File: src/hw/rtl/sdie_pkg.sv
`timescale 1ns / 1ps

package sdie_pkg;

   localparam int MASK_W       = 8;
   localparam int TIME_W       = 32;
   localparam int AMP_W        = 8;
   localparam int AMP10_W      = 12;
   localparam int CH_IDX_W     = 3;
   localparam int CHANNELS_DEF = 8;

   localparam logic KIND_TIME = 1'b0;
   localparam logic KIND_AMP  = 1'b1;

   // one decoded sample waiting to be emitted
   typedef struct packed {
      logic                time_pend;
      logic [TIME_W-1:0]   delta;
      logic [MASK_W-1:0]   changed;
      logic [MASK_W-1:0]   mask;
      logic [AMP10_W-1:0]  amp10;
   } work_type;

endpackage

File: src/hw/rtl/sdie_req_if.sv
`timescale 1ns / 1ps

interface sdie_req_if;
   logic                         valid;
   logic                         ready;
   logic [sdie_pkg::TIME_W-1:0]  sample_time_ms;
   logic [sdie_pkg::MASK_W-1:0]  channel_mask;
   logic [sdie_pkg::AMP_W-1:0]   amplitude_pct;
   logic                         first_sample;

   modport source (output valid, sample_time_ms, channel_mask, amplitude_pct, first_sample,
                   input ready);
   modport sink   (input valid, sample_time_ms, channel_mask, amplitude_pct, first_sample,
                   output ready);
endinterface

File: src/hw/rtl/sdie_rsp_if.sv
`timescale 1ns / 1ps

interface sdie_rsp_if;
   logic                           valid;
   logic                           ready;
   logic                           instr_kind;
   logic [sdie_pkg::CH_IDX_W-1:0]  channel_index;
   logic [sdie_pkg::TIME_W-1:0]    instr_value;
   logic                           last_of_sample;

   modport source (output valid, instr_kind, channel_index, instr_value, last_of_sample,
                   input ready);
   modport sink   (input valid, instr_kind, channel_index, instr_value, last_of_sample,
                   output ready);
endinterface

File: src/hw/rtl/sdie_delta.sv
`timescale 1ns / 1ps

module sdie_delta #(
   parameter int CHANNELS = sdie_pkg::CHANNELS_DEF
) (
   input  logic                         clock,
   input  logic                         reset,
   input  logic                         accept,
   input  logic [sdie_pkg::TIME_W-1:0]  sample_time_ms,
   input  logic [sdie_pkg::MASK_W-1:0]  channel_mask,
   input  logic [sdie_pkg::AMP_W-1:0]   amplitude_pct,
   input  logic                         first_sample,
   output sdie_pkg::work_type           work
);

   // channels at or above CHANNELS never change
   localparam logic [sdie_pkg::MASK_W-1:0] LANE_MASK =
      (CHANNELS >= sdie_pkg::MASK_W) ? {sdie_pkg::MASK_W{1'b1}}
                                     : sdie_pkg::MASK_W'((1 << CHANNELS) - 1);

   logic [sdie_pkg::TIME_W-1:0] prev_time_ff, prev_time_in;
   logic [sdie_pkg::MASK_W-1:0] prev_mask_ff, prev_mask_in;
   logic [sdie_pkg::TIME_W-1:0] base_time;
   logic [sdie_pkg::MASK_W-1:0] base_mask;

   always_comb begin
      base_time = first_sample ? '0 : prev_time_ff;
      base_mask = first_sample ? '0 : prev_mask_ff;

      work.delta     = sample_time_ms - base_time;
      work.time_pend = (work.delta != '0);
      work.changed   = (base_mask ^ channel_mask) & LANE_MASK;
      work.mask      = channel_mask;
      // times ten as shift-and-add
      work.amp10     = {1'b0, amplitude_pct, 3'b000} + {3'b000, amplitude_pct, 1'b0};

      prev_time_in = accept ? sample_time_ms : prev_time_ff;
      prev_mask_in = accept ? channel_mask : prev_mask_ff;
   end

   always_ff @(posedge clock) begin
      if (reset) begin
         prev_time_ff <= '0;
         prev_mask_ff <= '0;
      end else begin
         prev_time_ff <= prev_time_in;
         prev_mask_ff <= prev_mask_in;
      end
   end

endmodule

File: src/hw/rtl/sdie_emit.sv
`timescale 1ns / 1ps

module sdie_emit (
   input  logic                clock,
   input  logic                reset,
   input  logic                load,
   input  sdie_pkg::work_type  work_new,
   output logic                take,
   sdie_rsp_if.source          rsp_ch
);

   sdie_pkg::work_type work_ff, work_in;

   logic                             out_valid_ff, out_valid_in;
   logic                             out_kind_ff, out_kind_in;
   logic [sdie_pkg::CH_IDX_W-1:0]    out_ch_ff, out_ch_in;
   logic [sdie_pkg::TIME_W-1:0]      out_value_ff, out_value_in;
   logic                             out_last_ff, out_last_in;

   logic                             busy;
   logic                             fire;
   logic                             last;
   logic [sdie_pkg::MASK_W-1:0]      low_bit;
   logic [sdie_pkg::MASK_W-1:0]      rest;
   logic [sdie_pkg::CH_IDX_W-1:0]    idx;
   sdie_pkg::work_type               work_step;

   always_comb begin
      busy    = work_ff.time_pend | (|work_ff.changed);
      fire    = busy & (~out_valid_ff | rsp_ch.ready);
      low_bit = work_ff.changed & (~work_ff.changed + 1'b1);
      idx     = '0;
      for (int i = 0; i < sdie_pkg::MASK_W; i++) begin
         if (low_bit[i]) begin
            idx = idx | sdie_pkg::CH_IDX_W'(i);
         end
      end

      work_step    = work_ff;
      out_kind_in  = out_kind_ff;
      out_ch_in    = out_ch_ff;
      out_value_in = out_value_ff;
      if (work_ff.time_pend) begin
         rest                = work_ff.changed;
         work_step.time_pend = 1'b0;
         out_kind_in         = sdie_pkg::KIND_TIME;
         out_ch_in           = '0;
         out_value_in        = work_ff.delta;
      end else begin
         rest              = work_ff.changed & ~low_bit;
         work_step.changed = rest;
         out_kind_in       = sdie_pkg::KIND_AMP;
         out_ch_in         = idx;
         out_value_in      = work_ff.mask[idx]
                           ? {{(sdie_pkg::TIME_W-sdie_pkg::AMP10_W){1'b0}}, work_ff.amp10}
                           : '0;
      end
      last        = (rest == '0);
      out_last_in = last;

      // free for the next sample once the last transfer of this one leaves
      take = ~busy | (fire & last);

      if (load) begin
         work_in = work_new;
      end else if (fire) begin
         work_in = work_step;
      end else begin
         work_in = work_ff;
      end

      if (fire) begin
         out_valid_in = 1'b1;
      end else if (rsp_ch.ready) begin
         out_valid_in = 1'b0;
      end else begin
         out_valid_in = out_valid_ff;
      end
   end

   always_ff @(posedge clock) begin
      if (reset) begin
         work_ff.time_pend <= 1'b0;
         work_ff.changed   <= '0;
         out_valid_ff      <= 1'b0;
      end else begin
         work_ff.time_pend <= work_in.time_pend;
         work_ff.changed   <= work_in.changed;
         out_valid_ff      <= out_valid_in;
      end
      work_ff.delta <= work_in.delta;
      work_ff.mask  <= work_in.mask;
      work_ff.amp10 <= work_in.amp10;
      if (fire) begin
         out_kind_ff  <= out_kind_in;
         out_ch_ff    <= out_ch_in;
         out_value_ff <= out_value_in;
         out_last_ff  <= out_last_in;
      end
   end

   assign rsp_ch.valid          = out_valid_ff;
   assign rsp_ch.instr_kind     = out_kind_ff;
   assign rsp_ch.channel_index  = out_ch_ff;
   assign rsp_ch.instr_value    = out_value_ff;
   assign rsp_ch.last_of_sample = out_last_ff;

endmodule

File: src/hw/rtl/sample_delta_instruction_encoder_unit.sv
`timescale 1ns / 1ps
// A sample's first instruction passes the work register, then the result register.
// Throughput: one instruction per cycle unless the output stalls; a sample yields
// 0 to 9 instructions; the next is taken as its last one issues, at once if none.
// Barring stalls, emit walks changed channels one per cycle into the result register.
// Reset (synchronous) clears previous time and mask to zero and drops pending work.
module sample_delta_instruction_encoder_unit #(
   parameter int CHANNELS = sdie_pkg::CHANNELS_DEF
) (
   input  logic        clock,
   input  logic        reset,
   sdie_req_if.sink    req_ch,
   sdie_rsp_if.source  rsp_ch
);

   sdie_pkg::work_type work;
   logic               take;
   logic               accept;

   assign req_ch.ready = take;
   assign accept       = req_ch.valid & take;

   sdie_delta #(
      .CHANNELS (CHANNELS)
   ) u_delta (
      .clock          (clock),
      .reset          (reset),
      .accept         (accept),
      .sample_time_ms (req_ch.sample_time_ms),
      .channel_mask   (req_ch.channel_mask),
      .amplitude_pct  (req_ch.amplitude_pct),
      .first_sample   (req_ch.first_sample),
      .work           (work)
   );

   sdie_emit u_emit (
      .clock    (clock),
      .reset    (reset),
      .load     (accept),
      .work_new (work),
      .take     (take),
      .rsp_ch   (rsp_ch)
   );

endmodule

File: src/flat_wrapper.sv
// flat-port wrapper written by rule: the top's interface ports become plain ports
module sample_delta_instruction_encoder_unit_flat 
#(
   parameter int CHANNELS = sdie_pkg::CHANNELS_DEF
)
  (clock, reset, req_ch_valid, req_ch_sample_time_ms, req_ch_channel_mask, req_ch_amplitude_pct, req_ch_first_sample, req_ch_ready, rsp_ch_valid, rsp_ch_instr_kind, rsp_ch_channel_index, rsp_ch_instr_value, rsp_ch_last_of_sample, rsp_ch_ready);
  sdie_req_if req_ch_i ();
  sdie_rsp_if rsp_ch_i ();
  input  logic clock;
  input  logic reset;
  input wire logic [$bits(req_ch_i.valid)-1:0] req_ch_valid;
  input wire logic [$bits(req_ch_i.sample_time_ms)-1:0] req_ch_sample_time_ms;
  input wire logic [$bits(req_ch_i.channel_mask)-1:0] req_ch_channel_mask;
  input wire logic [$bits(req_ch_i.amplitude_pct)-1:0] req_ch_amplitude_pct;
  input wire logic [$bits(req_ch_i.first_sample)-1:0] req_ch_first_sample;
  output wire logic [$bits(req_ch_i.ready)-1:0] req_ch_ready;
  output wire logic [$bits(rsp_ch_i.valid)-1:0] rsp_ch_valid;
  output wire logic [$bits(rsp_ch_i.instr_kind)-1:0] rsp_ch_instr_kind;
  output wire logic [$bits(rsp_ch_i.channel_index)-1:0] rsp_ch_channel_index;
  output wire logic [$bits(rsp_ch_i.instr_value)-1:0] rsp_ch_instr_value;
  output wire logic [$bits(rsp_ch_i.last_of_sample)-1:0] rsp_ch_last_of_sample;
  input wire logic [$bits(rsp_ch_i.ready)-1:0] rsp_ch_ready;
  assign req_ch_i.valid = req_ch_valid;
  assign req_ch_i.sample_time_ms = req_ch_sample_time_ms;
  assign req_ch_i.channel_mask = req_ch_channel_mask;
  assign req_ch_i.amplitude_pct = req_ch_amplitude_pct;
  assign req_ch_i.first_sample = req_ch_first_sample;
  assign req_ch_ready = req_ch_i.ready;
  assign rsp_ch_valid = rsp_ch_i.valid;
  assign rsp_ch_instr_kind = rsp_ch_i.instr_kind;
  assign rsp_ch_channel_index = rsp_ch_i.channel_index;
  assign rsp_ch_instr_value = rsp_ch_i.instr_value;
  assign rsp_ch_last_of_sample = rsp_ch_i.last_of_sample;
  assign rsp_ch_i.ready = rsp_ch_ready;
  sample_delta_instruction_encoder_unit #(.CHANNELS(CHANNELS)) u_core (.clock(clock), .reset(reset), .req_ch(req_ch_i), .rsp_ch(rsp_ch_i));
endmodule
File: config.mk
export PLATFORM = sky130hd
export DESIGN_NAME = sample_delta_instruction_encoder_unit_flat
export DESIGN_NICKNAME = d
export VERILOG_FILES = /design/src/hw/rtl/sdie_pkg.sv /design/src/hw/rtl/sdie_req_if.sv /design/src/hw/rtl/sdie_rsp_if.sv /design/src/hw/rtl/sdie_delta.sv /design/src/hw/rtl/sdie_emit.sv /design/src/hw/rtl/sample_delta_instruction_encoder_unit.sv /design/src/flat_wrapper.sv
export SDC_FILE = /design/constraint.sdc
export NUM_CORES = 1
export LEC_CHECK = 0
export BUFFER_PORTS_ARGS = -buffer_cell sky130_fd_sc_hd__buf_4
export CAP_MARGIN = 10
export CORE_MARGIN = 3
export CORE_UTILIZATION = 53
export CTS_CLUSTER_DIAMETER = 120
export DETAILED_ROUTE_END_ITERATION = 8
export GPL_TIMING_DRIVEN = 0
export PLACE_DENSITY = 0.86
export SYNTH_ARGS = -nofsm -noshare
export SYNTH_HDL_FRONTEND = slang
export SYNTH_SLANG_ARGS = --single-unit
File: constraint.sdc
create_clock -name clock -period 3 [get_ports clock]
set_input_delay 0 -clock clock [delete_from_list [all_inputs] [get_ports clock]]
set_output_delay 0 -clock clock [all_outputs]
set_load 0.005 [all_outputs]
==> results.json, run 1 <==
{
  "cts-root-buf": "clkbuf_16",
  "critPathKind": "reg -> reg",
  "synthCells": 790,
  "grt_pass1_vias": 6530,
  "ys_warn_count": 0,
  "die_width_um": 126,
  "drt_iter0_drc": 566,
  "dr.pass1.iters": 5,
  "cts_made_buffers": 17,
  "finalInstanceArea_sq_um": 9950,
  "hold_viol": 0,
  "skew_ns": 0.0136,
  "drv_cap": 0,
  "fmax_mhz": 297,
  "drive_above_1_share": 0.194,
  "synth_edf_count": 88,
  "grtUsageTotal": 0.251,
  "synth.distinct_cells": 67,
  "placed_area_sq_um": 8570,
  "critPathLaunchType": "flop",
  "violations": "setup timing",
  "drcViolationCount": 0,
  "insertion_delay_ns": 0.43,
  "antenna_cells": 0,
  "wl_met2_um": 10200,
  "worstPathRequired_ns": 3.30,
  "min_period_ns": 3.37,
  "start_util": 0.545,
  "tightest_slew_ns": 0.676,
  "area_growth_pct": 30.5,
  "dieArea_sq_um": 15900,
  "p_leak_nw": 3.97,
  "io_pins": 92,
  "powerDensity_nw_per_um2": 891,
  "final_util": 0.712,
  "clk_path_buf_depth": 2,
  "wl_per_cell_um": 17.8,
  "highest_layer": "met4",
  "status": "complete, but fails checks",
  "clock-sinks": 138,
  "hpwl_um": 13100,
  "seq_area_frac_synth": 0.478,
  "crit_path_end_kind": "flop",
  "synth-async-reset-ratio": 0,
  "drt_wl_total_um": 20400,
  "maxSlewViolCount": 0,
  "synth_nets": 886,
  "cp_max_fo": 3,
  "slew_headroom": 0.537,
  "antenna_found_initial": 0,
  "viasPerCell": 5.85,
  "rows": 43,
  "crit_arrival_ns": 3.67,
  "final_cells": 1146,
  "drtAntennaViolNets": 0,
  "place_worst_setup_slack_ns": -0.886,
  "ys_seq_elements": 138,
  "dr_wl_met3_um": 1330,
  "vdd_ir_drop_max_mv": 0.461,
  "rsz0062_at_grt": "yes",
  "setup_viol": 3,
  "finalSetupTns_ns": -0.603,
  "m1WireLength_um": 8070,
  "final.setup.worst_slack_ns": -0.367,
  "die_h_um": 126,
  "final_nets": 1049,
  "syn_area_sq_um": 7630,
  "hold_path.class": "in -> reg",
  "worstSetupStartpoint": "u_core.u_delta.prev_time_ff[0]",
  "grt_pass1_wl_um": 31800,
  "grt_max_degree": 31,
  "clk_pin_slew_ns": 0.06,
  "io_buffers": 90,
  "min_from": "req_ch_amplitude_pct[2]",
  "ys.flop_type": "edfxtp_1",
  "grt_remaining_overflow": 0,
  "gp_congestion": 0.925,
  "syn_avg_cell_area_sq_um": 9.65,
  "fin_crit_sh": 1.12,
  "htreeDepth": 4,
  "coreArea_sq_um": 14000,
  "dpl.cell_count": 1061,
  "r2r-start": "u_core.u_delta.prev_time_ff[0]",
  "vias": 6701,
  "cts_tree": "yes"
}
-- critical path: stages (launching register included) --
cell and delay [ns]:
dfxtp_2 0.32, nor2b_4 0.17, ha_4 0.14, inv_2 0.03, fa_2 0.35, a211oi_2 0.21, nor2_2 0.09, a2111oi_4 0.45
o21ai_2 0.14, a31o_4 0.30, a221oi_4 0.30, xor2_2 0.22, nand2_1 0.13, nor4_4 0.31, nor2_1 0.07
-- placed cells by master, fill, tap and decap left out, types with 4 or more instances in the layout --
cell type      instances
o31ai_1                5
o21ai_0               21
nand2b_1              43
buf_4                 96
nor2_1                69
clkbuf_16             19
xor2_1                11
bufinv_16              5
o21a_1                 7
nor2b_1                6
buf_2                 12
nand2_1              112
ha_1                  40
a21o_1                16
and2_1                33
nand3_1                8
clkbuf_1              21
inv_1                 17
a22o_1                11
dlygate4sd3_1         45
xnor2_1               27
nor3_1                 8
and3_1                 4
o21bai_1               7
a21oi_1               84
edfxtp_1              88
nand4_1                7
dfxtp_1               49
-- timing repair --
item / 4_1_cts / 5_1_grt
cloned: 1 / 3
setup endpoints to repair: 63 / 149
resized for setup: 17 / 19
setup buffers: 5 / 1
hold buffers: 45 / 0
endpoints found under the hold margin: 61 / 0
pin swaps: 6 / 6
-- final timing paths --
path	endpoint	slack (ns)	depth (start not counted)
max	u_core.u_emit.work_ff[60]	-0.37	14
min reg2reg	u_core.u_delta.prev_time_ff[10]	0.45	2
max reg2reg	u_core.u_emit.work_ff[60]	-0.37	14
min	u_core.u_emit.work_ff[3]	0.02	3
-- area by class of cell --
| type | instances | area, sq um |
|---|---|---|
| sequential | 138 | 3640 |
| timing repair buffer | 146 | 1290 |
| tap | 180 | 225 |
| buffer | 38 | 211 |
| clock buffer | 19 | 443 |
| clock inverter | 13 | 198 |
| fill | 990 | 4040 |
| inverter | 19 | 73.8 |
| multi-input combinational | 593 | 3870 |
-- per-stage QoR --
| step | power (mW) | hold WS (ns) |
|---|---|---|
| finish | 8.87 | 0.0248 |
| global route | 9.29 | 0.0341 |
| CTS | 8.62 | 0.0224 |
| detailed placement | 6.17 | 0.268 |
| global placement | 6.01 | 0.264 |
| floorplan | 5.04 | 0.136 |
-- cell families after synthesis --
group | count (synthesis) | synth area share
AO/OA/AOI/OAI | 190 | 0.160
flip-flops | 138 | 0.478
buffers and inverters | 59 | 0.0341
AND/OR/NAND/NOR | 316 | 0.200
multiplexers | 3 | 0.00722
adder cells (fa/ha/maj) | 44 | 0.0738
XOR/XNOR | 40 | 0.0469
-- state kept, by name (all words and copies together) (netlist names) --
name / count
u_core.u_delta.prev_mask_ff: 8
u_core.u_delta.prev_time_ff: 32
u_core.u_emit.rsp_ch.channel_index: 3
u_core.u_emit.rsp_ch.instr_kind: 1
u_core.u_emit.rsp_ch.instr_value: 32
u_core.u_emit.rsp_ch.last_of_sample: 1
u_core.u_emit.rsp_ch.valid: 1
u_core.u_emit.work_ff: 60
-- synth_stat cells (2+ instances only) --
| master | n | area share |
|---|---|---|
| buf_2 | 12 | 0.0079 |
| ha_1 | 41 | 0.067 |
| and4_1 | 2 | 0.0023 |
| a21oi_1 | 86 | 0.056 |
| nand2b_1 | 43 | 0.035 |
| and3_1 | 4 | 0.0033 |
| inv_1 | 18 | 0.0089 |
| buf_6 | 3 | 0.0044 |
| edfxtp_1 | 88 | 0.35 |
| xnor2_1 | 27 | 0.031 |
| o21ai_0 | 22 | 0.014 |
| o21ai_2 | 2 | 0.0023 |
| and2_1 | 33 | 0.027 |
| or3_1 | 2 | 0.0016 |
| xor2_1 | 12 | 0.014 |
| or2_2 | 2 | 0.0016 |
| clkbuf_1 | 23 | 0.011 |
| a22oi_1 | 3 | 0.0030 |
| a22o_1 | 11 | 0.013 |
| nand4b_1 | 2 | 0.0023 |
| nor2_2 | 2 | 0.0016 |
| nand2_1 | 112 | 0.055 |
| mux4_2 | 2 | 0.0059 |
| nor2b_1 | 7 | 0.0057 |
| o21a_1 | 7 | 0.0069 |
| nand4_1 | 7 | 0.0057 |
| nor2_1 | 71 | 0.035 |
| nor3_1 | 10 | 0.0066 |
| nand3_1 | 8 | 0.0053 |
| o21ai_1 | 3 | 0.0020 |
| o31ai_1 | 6 | 0.0059 |
| a21o_1 | 16 | 0.016 |
| nor4_1 | 5 | 0.0041 |
| dfxtp_1 | 50 | 0.13 |
| fa_1 | 2 | 0.0053 |
| o2111ai_1 | 2 | 0.0023 |
| a21boi_0 | 2 | 0.0020 |
| o21bai_1 | 8 | 0.0079 |
| a211oi_1 | 4 | 0.0039 |
| a31oi_1 | 3 | 0.0025 |
-- per-layer routing --
metal	vias up	global-route usage
li1	3115	-
met1	3197	0.305
met2	318	0.432
met3	71	0.0509
met4	0	0.110
met5	-	0
-- power by group --
part	total (mW)	leakage [nW]	switching, mW	internal, mW
Sequential	3.21	1.30	0.255	2.95
Combinational	3.39	2.37	1.93	1.46
Clock	2.27	0.302	0.787	1.49
Power figures use the tool's default switching activity.
==> inputs of run 2 (changes only) <==
Settings changed: CORE_UTILIZATION 53 to 59, PLACE_DENSITY 0.86 to 0.9.
Clock period 3 ns to 3.25 ns, I/O delays scaled along.
==> run 2 against run 1 <==
  * Final area down 3.0%
  * Critical endpoint unchanged
  * Clock power down 22%
  * Non-clock buffer count decreased by 6
  * Clock skew down 0.0034 ns
  * Hold slack gained 0.015 ns
  * Global-route usage is 3.5 points higher
  * The run still ends with setup timing left
==> results.json, run 2 (synthesized netlist as in run 1, its figures left out) <==
{
  "setup_viol": 1,
  "io_pins": 92,
  "die_h_um": 120,
  "slowest_stage": "or4_4",
  "die_width_um": 120,
  "htreeDepth": 4,
  "rows": 40,
  "hpwl_um": 13000,
  "cts_tree": "yes",
  "skew_ns": 0.0102,
  "grt_max_degree": 61,
  "final_common_cell": "nand2_1",
  "holdWs_ns": 0.0397,
  "coreArea_sq_um": 12300,
  "top_register": "u_core.u_emit.work_ff",
  "clock-sinks": 138,
  "tightest_slew_ns": 0.934,
  "fmax_mhz": 303,
  "grt_pass1_vias": 6532,
  "drt_wl_total_um": 20700,
  "vias": 6837,
  "hold_viol": 0,
  "grt_remaining_overflow": 0,
  "drive_above_1_share": 0.181,
  "critPathMaxStageDelay_ns": 0.46,
  "cts-root-buf": "clkbuf_16",
  "vdd_ir_drop_max_mv": 0.392,
  "drt_iter0_drc": 828,
  "crit_buf_inv": 1,
  "cp.depth": 14,
  "clk_pin_slew_ns": 0.06,
  "dr.pass1.iters": 6,
  "rrSetupSlack_ns": -0.05,
  "critPathKind": "reg -> reg",
  "critical-path-top-delay-family": "compound AO/OA/AOI/OAI gates",
  "io_buffers": 90,
  "worstPathRequired_ns": 3.57,
  "slew_headroom": 0.376,
  "rsz0062_at_grt": "yes",
  "dieArea_sq_um": 14300,
  "gp_congestion": 0.942,
  "fin_crit_sh": 1.01,
  "powerDensity_nw_per_um2": 795,
  "register_area_sq_um": 3640,
  "rr_endpoint": "u_core.u_emit.work_ff[60]",
  "wl_per_cell_um": 18.4,
  "start_util": 0.619,
  "critPathLaunchType": "flop",
  "final_util": 0.784,
  "final_cell_mix": "nand2_1 (112), buf_4 (93), edfxtp_1 (88)",
  "clk_path_buf_depth": 2,
  "viasPerCell": 6.06,
  "largest_register_ffs": 60,
  "violations": "setup timing",
  "drcViolationCount": 0,
  "drv_cap": 0,
  "cp-endpoint": "u_core.u_emit.work_ff[60]",
  "crit_arrival_ns": 3.61,
  "min_period_ns": 3.30,
  "cts_made_buffers": 17,
  "rr_worst_depth": 14,
  "grt_pass1_wl_um": 32500,
  "worstSetupStartpoint": "u_core.u_delta.prev_time_ff[0]",
  "fillers": 738,
  "crit_chain": "nor2b_4 > ha_1 > inv_1 > fa_2 > a211oi_2 > nor2_2 > a2111oi_4 > o21ai_2 > a31o_4 > xnor2_4 > nand4_1 > or4_4 > nor4_4 > nor2_1",
  "area_growth_pct": 26.6,
  "crit_path_end_kind": "flop",
  "cp_max_fo": 4,
  "final_nets": 1043,
  "multi_input_area_sq_um": 3810,
  "final.setup.worst_slack_ns": -0.0461,
  "maxSlewViolCount": 0,
  "antenna_cells": 0,
  "finalSetupTns_ns": -0.0461,
  "insertion_delay_ns": 0.43,
  "r2r-start": "u_core.u_delta.prev_time_ff[0]",
  "antenna_found_initial": 0,
  "grtUsageTotal": 0.286,
  "status": "complete, but fails checks",
  "hold_path.class": "in -> reg",
  "p_leak_nw": 3.86,
  "drtAntennaViolNets": 0
}
-- run 2: cell types whose count changed in the layout (fill, tap and decap cells not counted), sizes merged --
cell      change
buf           -6
bufinv        -5
clkinv        +3
inv           +3
clkbuf        -2
clkinvlp      +1
-- run 2: stage by stage --
stage	total power [mW]	cell area (sq um)	worst slack, ns	std cells
6_report	7.67	9650	-0.0461	1128
5_1_grt	8.05	9650	-0.176	1128
3_5_place_dp	5.65	8520	-0.585	1048
4_1_cts	7.47	9580	0.00202	1126
3_3_place_gp	5.53	8510	-0.539	1048
2_1_floorplan	4.66	7630	0.0674	790
-- run 2: area by class of cell --
| class | instances | share of cell area |
|---|---|---|
| multi-input combinational | 593 | 0.394 |
| sequential | 138 | 0.378 |
| timing repair buffer | 139 | 0.122 |
| clock buffer | 17 | 0.0441 |
| tap | 168 | 0.0218 |
| buffer | 39 | 0.0211 |
| clock inverter | 15 | 0.0122 |
| inverter | 19 | 0.00739 |
-- run 2: routing by layer --
metal / wire [um] / up-vias / GRT usage
met2: 9790 / 462 / 0.467
met4: 893 / 0 / 0.127
met3: 2070 / 106 / 0.0811
met5: 0 / - / 0
met1: 7970 / 3158 / 0.353
li1: - / 3111 / -
-- run 2: how the worst min path moves through the flow --
stage,start,endpoint,slack (ns),cells past startpoint
2_1_floorplan,req_ch_sample_time_ms[0],u_core.u_delta.prev_time_ff[0],0.14,2
3_3_place_gp,req_ch_sample_time_ms[13],u_core.u_delta.prev_time_ff[13],0.26,3
3_5_place_dp,req_ch_sample_time_ms[21],u_core.u_delta.prev_time_ff[21],0.27,3
4_1_cts,req_ch_amplitude_pct[2],u_core.u_emit.work_ff[3],0.03,3
5_1_grt,req_ch_amplitude_pct[2],u_core.u_emit.work_ff[3],0.02,3
6_report,req_ch_amplitude_pct[2],u_core.u_emit.work_ff[3],0.04,3
-- run 2: report_power, final --
part | internal (mW) | switching [mW] | total (mW)
Sequential | 2.73 | 0.239 | 2.97
Combinational | 1.20 | 1.75 | 2.94
Clock | 0.982 | 0.777 | 1.76
Total | 4.91 | 2.76 | 7.67
-- run 2: worst register-to-register path: stages (launching register included) --
cell and delay, ns:
dfxtp_2 0.35, nor2b_4 0.15, ha_1 0.15, inv_1 0.06, fa_2 0.35, a211oi_2 0.21, nor2_2 0.10, a2111oi_4 0.44
o21ai_2 0.13, a31o_4 0.29, xnor2_4 0.17, nand4_1 0.11, or4_4 0.46, nor4_4 0.14, nor2_1 0.06
-- run 2: repair_timing --
action,in CTS,in global routing
gates resized for setup,12,11
cloned,0,1
hold buffers,45,0
pin swaps,6,1
hold endpoints to repair,61,0
setup buffers,1,2
setup endpoints to repair,2,62
